### src/rtl/salru_pkg.sv
// ----------------------------------------------------------------------------
// salru_pkg
// Shared types, constants and helpers for the set-associative LRU cache model.
// ----------------------------------------------------------------------------
package salru_pkg;

  localparam int MAX_SET_BITS = 6;
  localparam int MAX_WAYS     = 8;

  localparam int TAG_W   = 32;
  localparam int TOTAL_W = 32;
  localparam int ADDR_W  = 32;
  localparam int RANK_W  = 3;
  localparam logic [RANK_W-1:0] RANK_MAX = 3'd7;

  // Trace operations
  localparam logic [1:0] OP_MODIFY = 2'd2;
  localparam logic [1:0] OP_OTHER  = 2'd3;

  // First-access outcome codes
  localparam logic [1:0] OUT_NONE  = 2'd0;
  localparam logic [1:0] OUT_HIT   = 2'd1;
  localparam logic [1:0] OUT_MISS  = 2'd2;
  localparam logic [1:0] OUT_EVICT = 2'd3;

  // Configuration register indexes
  localparam int CFG_IDX_W  = 2;
  localparam int CFG_DATA_W = 5;
  localparam logic [CFG_IDX_W-1:0] CFG_SET_BITS   = 2'd0;
  localparam logic [CFG_IDX_W-1:0] CFG_BLOCK_BITS = 2'd1;
  localparam logic [CFG_IDX_W-1:0] CFG_WAYS       = 2'd2;

  typedef struct packed {
    logic clear;    // zero one metadata row of the reset sweep
    logic capture;  // take an item, start the set read
    logic finish;   // write the set back, update totals, load the result
  } ctrl_cmd_t;

  typedef struct packed {
    logic sweep_last;
  } dp_sts_t;

  // Saturating add of a small increment to a running total
  function automatic logic [TOTAL_W-1:0] sat_add(input logic [TOTAL_W-1:0] total,
                                                 input logic [1:0] inc);
    logic [TOTAL_W:0] sum;
    sum = {1'b0, total} + (TOTAL_W+1)'(inc);
    return sum[TOTAL_W] ? '1 : sum[TOTAL_W-1:0];
  endfunction

endpackage

### src/rtl/salru_ctrl.sv
// ----------------------------------------------------------------------------
// salru_ctrl
// Sequencer: reset sweep, item capture, lookup/write-back, result handshake.
// ----------------------------------------------------------------------------
module salru_ctrl (
  input  logic                 clk,
  input  logic                 rst,
  input  logic                 in_valid,
  output logic                 in_ready,
  output logic                 out_valid,
  input  logic                 out_ready,
  input  salru_pkg::dp_sts_t   sts,
  output salru_pkg::ctrl_cmd_t cmd
);

  typedef enum logic [1:0] {
    ST_CLEAR,
    ST_IDLE,
    ST_LOOKUP
  } state_t;

  state_t state;
  logic   out_free;

  assign out_free = !out_valid || out_ready;
  assign in_ready = (state == ST_IDLE);

  always_comb begin
    cmd         = '0;
    cmd.clear   = (state == ST_CLEAR);
    cmd.capture = (state == ST_IDLE) && in_valid;
    cmd.finish  = (state == ST_LOOKUP) && out_free;
  end

  always_ff @(posedge clk) begin
    if (rst) begin
      state     <= ST_CLEAR;
      out_valid <= 1'b0;
    end else begin
      unique case (state)
        ST_CLEAR: begin
          if (sts.sweep_last) state <= ST_IDLE;
        end
        ST_IDLE: begin
          if (in_valid) state <= ST_LOOKUP;
        end
        ST_LOOKUP: begin
          if (out_free) state <= ST_IDLE;
        end
        default: state <= ST_CLEAR;
      endcase
      if (cmd.finish) begin
        out_valid <= 1'b1;
      end else if (out_ready) begin
        out_valid <= 1'b0;
      end
    end
  end

endmodule

### config.mk
export PLATFORM = sky130hd
export DESIGN_NAME = salru_ctrl
export DESIGN_NICKNAME = d
export VERILOG_FILES = /design/src/rtl/salru_pkg.sv /design/src/rtl/salru_ctrl.sv
export SDC_FILE = /design/constraint.sdc
export NUM_CORES = 1
export LEC_CHECK = 0
export ABC_CLOCK_PERIOD_IN_PS = 1220
export BUFFER_PORTS_ARGS = -buffer_cell sky130_fd_sc_hd__clkbuf_2
export CAP_MARGIN = 25
export CORE_AREA = 2 2 39 41
export CTS_CLUSTER_DIAMETER = 40
export DETAILED_ROUTE_END_ITERATION = 10
export DIE_AREA = 0 0 41 43
export HOLD_SLACK_MARGIN = 0.15
export MAX_ROUTING_LAYER = met4
export SETUP_SLACK_MARGIN = 0.05
export SYNTH_ARGS = -nofsm -noshare
export SYNTH_HDL_FRONTEND = slang
export SYNTH_SLANG_ARGS = --single-unit
export TNS_END_PERCENT = 20
### constraint.sdc
create_clock -name clk -period 1.22 [get_ports clk]
set_input_delay 0.183 -clock clk [delete_from_list [all_inputs] [get_ports clk]]
set_output_delay 0.183 -clock clk [all_outputs]
set_load 0.01 [all_outputs]
==> out/qor.txt, run 1 <==
final worst-path setup slack - -0.0182 ns
fin. max-slew vios - 0
CTS Buf Count - 3
initial antenna violation count - 0
Reg2Reg Setup Slack - 0.15 ns
critical path startpoint - state[1]
ANT cells - 0
Via-to-Cell Ratio - 3.57
worst r2r src - state[1]
cells after synthesis - 16
Ys Warns - 0
largest family of logic cells by synthesized area - simple AND/OR/NAND/NOR gates
ANT nets after route - 0
clock latency on the worst-skew pair - 0.23 ns
Min-Delay Path Class - in2reg
layout cells sized above 1 - 58.1%
share of the synthesized area in the top cell type - 37.8%
I/O Pins - 10
CP max FO - 7
unrepaired setup endpoints after global routing - yes
fin crit share - 101%
pwr dens - 1210 nW/µm²
grt ovf - 0
setup_tns - -0.0182 ns
CP Data Arrival Time - 1.06 ns
area leader, netlist - dfxtp_1
leakage power - 0.126 nW
final net count - 37
register area share after synthesis - 37.8%
critical path class - reg2out
maximum clock insertion buffer count - 2
Util after Layout - 19.7%
MaxCap Viol Count - 0
worst setup path end - cmd[0]
most frequent cells in the layout - clkbuf_2, clkbuf_4, nor2_1, and3b_2
post-synthesis cell type count - 12
Period minus WS final - 1.24 ns
Seq cells post-synth - 3
compound-cell area share of the yosys netlist - 15.0%
fmax - 0.808 GHz
FF-to-FF End - state[0]
Syn Nets - 21
outcome - finished, violations left
Fillers - 169
violated checks - setup timing
clock sink total - 3
crit path capture type - output pin
vias - 168
Clock transition at path regs - 0.04 ns
drt drc - 0
Synth Area in XOR/XNOR - 0%
worst slew pin tran - 0.267 ns
final setup fails - 1
worst endpoint required time - 1.04 ns
post-synthesis simple-gate area fraction - 47.2%
Total GRT Usage - 6.06%
Slew headroom - 82.0%
startpoint class of the critical path - register
row cnt - 14
die span in x - 41 µm
largest net degree at the start of global routing - 8
mux contribution to synthesized area - 0%
Die Footprint - 1760 µm²
Avg Cell Area, Syn - 9.93 µm²
CTS H-tree lvls - 1
endpoints failing hold - 0
core area - 1380 µm²
Routed WL - 409 µm
Root Buffer - clkbuf_4
Place WS - 0.133 ns
synthesized cell area - 159 µm²
Iter 0 DRT Violations - 0
Final GP Congestion - 0.558
Fin Clk Skew - 0.000494 ns
initial core utilization - 11.5%
top cells by area, synth - dfxtp_1, and3b_2, nor4bb_1
drt first pass iters - 1
first-pass GRT wire length - 593 µm
commonest non-fill, non-tap cell in the layout - clkbuf_2
adder-cell share of the synthesized area - 0%
PortBufs - 9
Area Overhead vs Synth - 71.7%
clock tree from TritonCTS - done
depth of the worst register-to-register path - 3
wire per inst - 8.70 µm
VDD IR max - 266 µV
number of global-route vias before repair - 177
Die Height - 43 µm
worst max-delay path, cell delays in order (launching register included):
cell and delay [ns]:
dfxtp_4 0.36, or2b_1 0.24, nor2b_1 0.10, buf_2 0.13
stage by stage:
| stage | hold slack, ns | cells | area, µm² | total power, mW |
|---|---|---|---|---|
| 2_1_floorplan | 0.252 | 16 | 159 | 0.134 |
| 3_3_place_gp | 0.395 | 41 | 224 | 0.156 |
| 3_5_place_dp | 0.397 | 41 | 224 | 0.157 |
| 4_1_cts | 0.176 | 47 | 272 | 0.345 |
| 5_1_grt | 0.192 | 47 | 273 | 0.353 |
| 6_report | 0.178 | 47 | 273 | 0.331 |
area by class of cell:
| cell class | count | area, µm² | area share (%) |
|---|---|---|---|
| Timing Repair Buffer | 11 | 62.6 | 22.9 |
| Tap cell | 16 | 20.0 | 7.34 |
| Sequential cell | 3 | 65.1 | 23.9 |
| Clock buffer | 4 | 26.3 | 9.63 |
| Multi-Input combinational cell | 13 | 98.8 | 36.2 |
sequential cells by signal, summed over array words and instances (netlist names):
signal     count
out_valid      1
state          2
power breakdown:
part	switching, mW	leakage (nW)	total [mW]	internal, mW
sequential	0.00740	0.0256	0.111	0.104
clock	0.0502	0.0150	0.173	0.122
combinational	0.0197	0.0851	0.0468	0.0271
total	0.0773	0.126	0.331	0.253
synthesized netlist by cell type:
| library cell | instances |
|---|---|
| a21oi_1 | 1 |
| and2b_1 | 1 |
| nor4bb_1 | 1 |
| nor2b_1 | 1 |
| o21ba_2 | 1 |
| o41ai_1 | 1 |
| dfxtp_1 | 3 |
| or2b_1 | 1 |
| or4b_1 | 1 |
| nand2b_1 | 1 |
| nor2_1 | 2 |
| and3b_2 | 2 |
repair_timing:
item	in CTS	in global routing
hold buffers	1	0
cloned	0	0
endpoints found under the hold margin	1	0
buffers inserted	1	0
resized for setup	2	2
endpoints found under the setup margin	2	2
how the worst min path moves through the flow:
stage,from,to,slack [ns],depth (start not counted)
2_1_floorplan,rst,out_valid,0.25,1
3_3_place_gp,rst,out_valid,0.40,2
3_5_place_dp,rst,out_valid,0.40,2
4_1_cts,rst,state[0],0.18,2
5_1_grt,rst,state[0],0.19,2
6_report,rst,state[0],0.18,2
kinds of logic (layout without fill, tap and decap cells):
| kind of cell | count (synthesis) | count (layout) |
|---|---|---|
| buf+inv | 0 | 15 |
| compound gates | 3 | 3 |
| flops | 3 | 3 |
| simple gates | 10 | 10 |
metal layers:
metal  vias up  part of all wire, %  track usage, %
li1         90                    -               -
met1        71                   38            4.17
met2         5                   53            7.81
met3         2                  7.8            3.14
met4         0                 0.98            10.0
met5         -                    0               -
No activity file was read; power rests on OpenSTA's default activity.
==> inputs of run 2 (changes only) <==
Settings changed: PLACE_DENSITY from default to 0.39, SKIP_LAST_GASP from default to 1.
==> run 2 against run 1 <==
  * The run still ends with setup timing left
  * Sequential power barely moved
  * Routed wire length rose by 4.6%
  * Register-to-register slack barely moved
  * Maximum frequency rose by 0.93%
  * Die area did not move
  * Count of clock-buffer cells in the layout did not move
==> out/qor.txt, run 2 (same netlist as run 1, synthesis figures left out) <==
outcome - finished, violations left
violated checks - setup timing
leakage power - 0.130 nW (+3.3%)
Switch Pwr - 75.9 µW (-1.8%)
critical path class - reg2out
startpoint class of the critical path - register
layout cells sized above 1 - 59.4% (+1.3 points)
fin. max-slew vios - 0 (unchanged)
top flop regs - state x2, out_valid x1
register share of total power - 33.4% (-0.2 points)
CP Data Arrival Time - 1.04 ns (-0.02 ns)
Die Footprint - 1760 µm² (unchanged)
clock tree from TritonCTS - done
final worst-path setup slack - -0.00680 ns (+0.0114 ns)
Total GRT Usage - 5.54% (-0.52 points)
worst endpoint required time - 1.04 ns (about the same)
wire per inst - 8.92 µm (+2.5%)
ANT nets after route - 0 (unchanged)
Combinational Power Share - 15.2% (+1.0 points)
endpoints failing hold - 0 (unchanged)
Iter 0 DRT Violations - 2 (+2)
drt drc - 0 (unchanged)
crit path capture type - output pin
Clock transition at path regs - 0.04 ns (about the same)
Routed WL - 428 µm (+4.6%)
VDD IR max - 350 µV (+31%)
commonest non-fill, non-tap cell in the layout - clkbuf_2
clock sink total - 3 (unchanged)
Clk network pwr share - 51.4% (-0.8 points)
Reg2Reg Setup Slack - 0.16 ns (about the same)
Post-DP Area - 224 µm² (unchanged)
vias - 174 (+3.6%)
initial core utilization - 11.5% (unchanged)
CP max FO - 4 (-3)
clock latency on the worst-skew pair - 0.23 ns (about the same)
Via-to-Cell Ratio - 3.63 (+1.4%)
Area Overhead vs Synth - 76.4%
most frequent cells in the layout - clkbuf_2, clkbuf_4, nor2_1, and3b_2, buf_4
Slew headroom - 82.7% (+0.68 points)
first-pass GRT wire length - 565 µm (-4.7%)
number of global-route vias before repair - 150 (-15%)
drt first pass iters - 4 (+3)
switch share - 23.0% (-0.40 points)
Fin Clk Skew - 0.00199 ns (+0.00150 ns)
largest net degree at the start of global routing - 8 (unchanged)
fin area - 280 µm² (+2.8%)
max reg flops - 2 (unchanged)
Die Height - 43 µm (unchanged)
CTS Buf Count - 3 (unchanged)
PortBufs - 9 (unchanged)
final net count - 38 (+2.7%)
die span in x - 41 µm (unchanged)
pwr dens - 1180 nW/µm² (-2.7%)
final setup fails - 1 (unchanged)
unrepaired setup endpoints after global routing - yes
ANT cells - 0 (unchanged)
Min-Delay Path Class - in2reg
core area - 1380 µm² (unchanged)
Period minus WS final - 1.23 ns (-0.0114 ns)
total power - 330 µW (about the same)
Final GP Congestion - 0.633 (+13%)
Biggest register - state
dpl hpwl - 309 µm
CTS H-tree lvls - 1 (unchanged)
worst slew pin tran - 0.257 ns (-0.00987 ns)
MaxCap Viol Count - 0 (unchanged)
I/O Pins - 10 (unchanged)
Root Buffer - clkbuf_4
initial antenna violation count - 0 (unchanged)
maximum clock insertion buffer count - 2 (unchanged)
Int Power - 255 µW (+0.46%)
fin crit share - 101% (-0.93 points)
fmax - 0.815 GHz (+0.93%)
row cnt - 14 (unchanged)
grt ovf - 0 (unchanged)
[run 2: power groups by stage]
stage               registers [mW]  clock network, mW  logic [mW]
detailed placement           0.113                  0      0.0435
CTS                          0.111              0.178      0.0480
global route                 0.111              0.199      0.0555
finish                       0.110              0.170      0.0502
floorplan                    0.112                  0      0.0225
global placement             0.113                  0      0.0432
[run 2: stage by stage]
step | utilization [%] | hold slack [ns] | cells | TNS (ns) | setup slack (ns)
6_report | 20.3 | 0.186 | 48 | -0.00680 | -0.00680
5_1_grt | 20.3 | 0.187 | 48 | -0.114 | -0.0896
4_1_cts | 19.5 | 0.153 | 47 | -0.0351 | -0.0351
3_5_place_dp | 16.2 | 0.397 | 41 | 0 | 0.117
3_3_place_gp | 16.2 | 0.400 | 41 | 0 | 0.132
2_1_floorplan | - | 0.252 | 16 | 0 | 0.230
[run 2: area by class of cell]
type / count / area (µm²)
Timing Repair Buffer: 12 / 70.1
Multi-Input combinational cell: 13 / 98.8
Tap cell: 16 / 20.0
Fill cell: 167 / 1100
Sequential cell: 3 / 65.1
Clock buffer: 4 / 26.3
[run 2: critical path, stage by stage, from the launching register on]
cell and delay, ns:
dfxtp_4 0.34, or2b_1 0.23, nor2b_1 0.11, buf_2 0.13
[run 2: routing by layer]
| metal | part of all wire (%) | vias up | wire (µm) | GRT usage (%) |
|---|---|---|---|---|
| li1 | - | 91 | - | - |
| met5 | 0 | - | 0 | - |
| met3 | 15 | 0 | 63 | 3.14 |
| met2 | 39 | 10 | 167 | 5.94 |
| met1 | 46 | 73 | 197 | 5.43 |
| met4 | 0 | 0 | 0 | 8.00 |
[run 2: timing repair]
item,in CTS,in global routing
hold buffers,0,1
endpoints found under the setup margin,2,2
gates resized for setup,3,1
hold endpoints to repair,0,1
buffers inserted,2,0
[run 2: final timing paths]
check,from,cells after the start,to
setup reg to reg,state[1],3,state[0]
setup / recovery,state[1],3,cmd[0]
hold / removal,rst,2,state[0]
hold reg to reg,state[0],1,state[0]
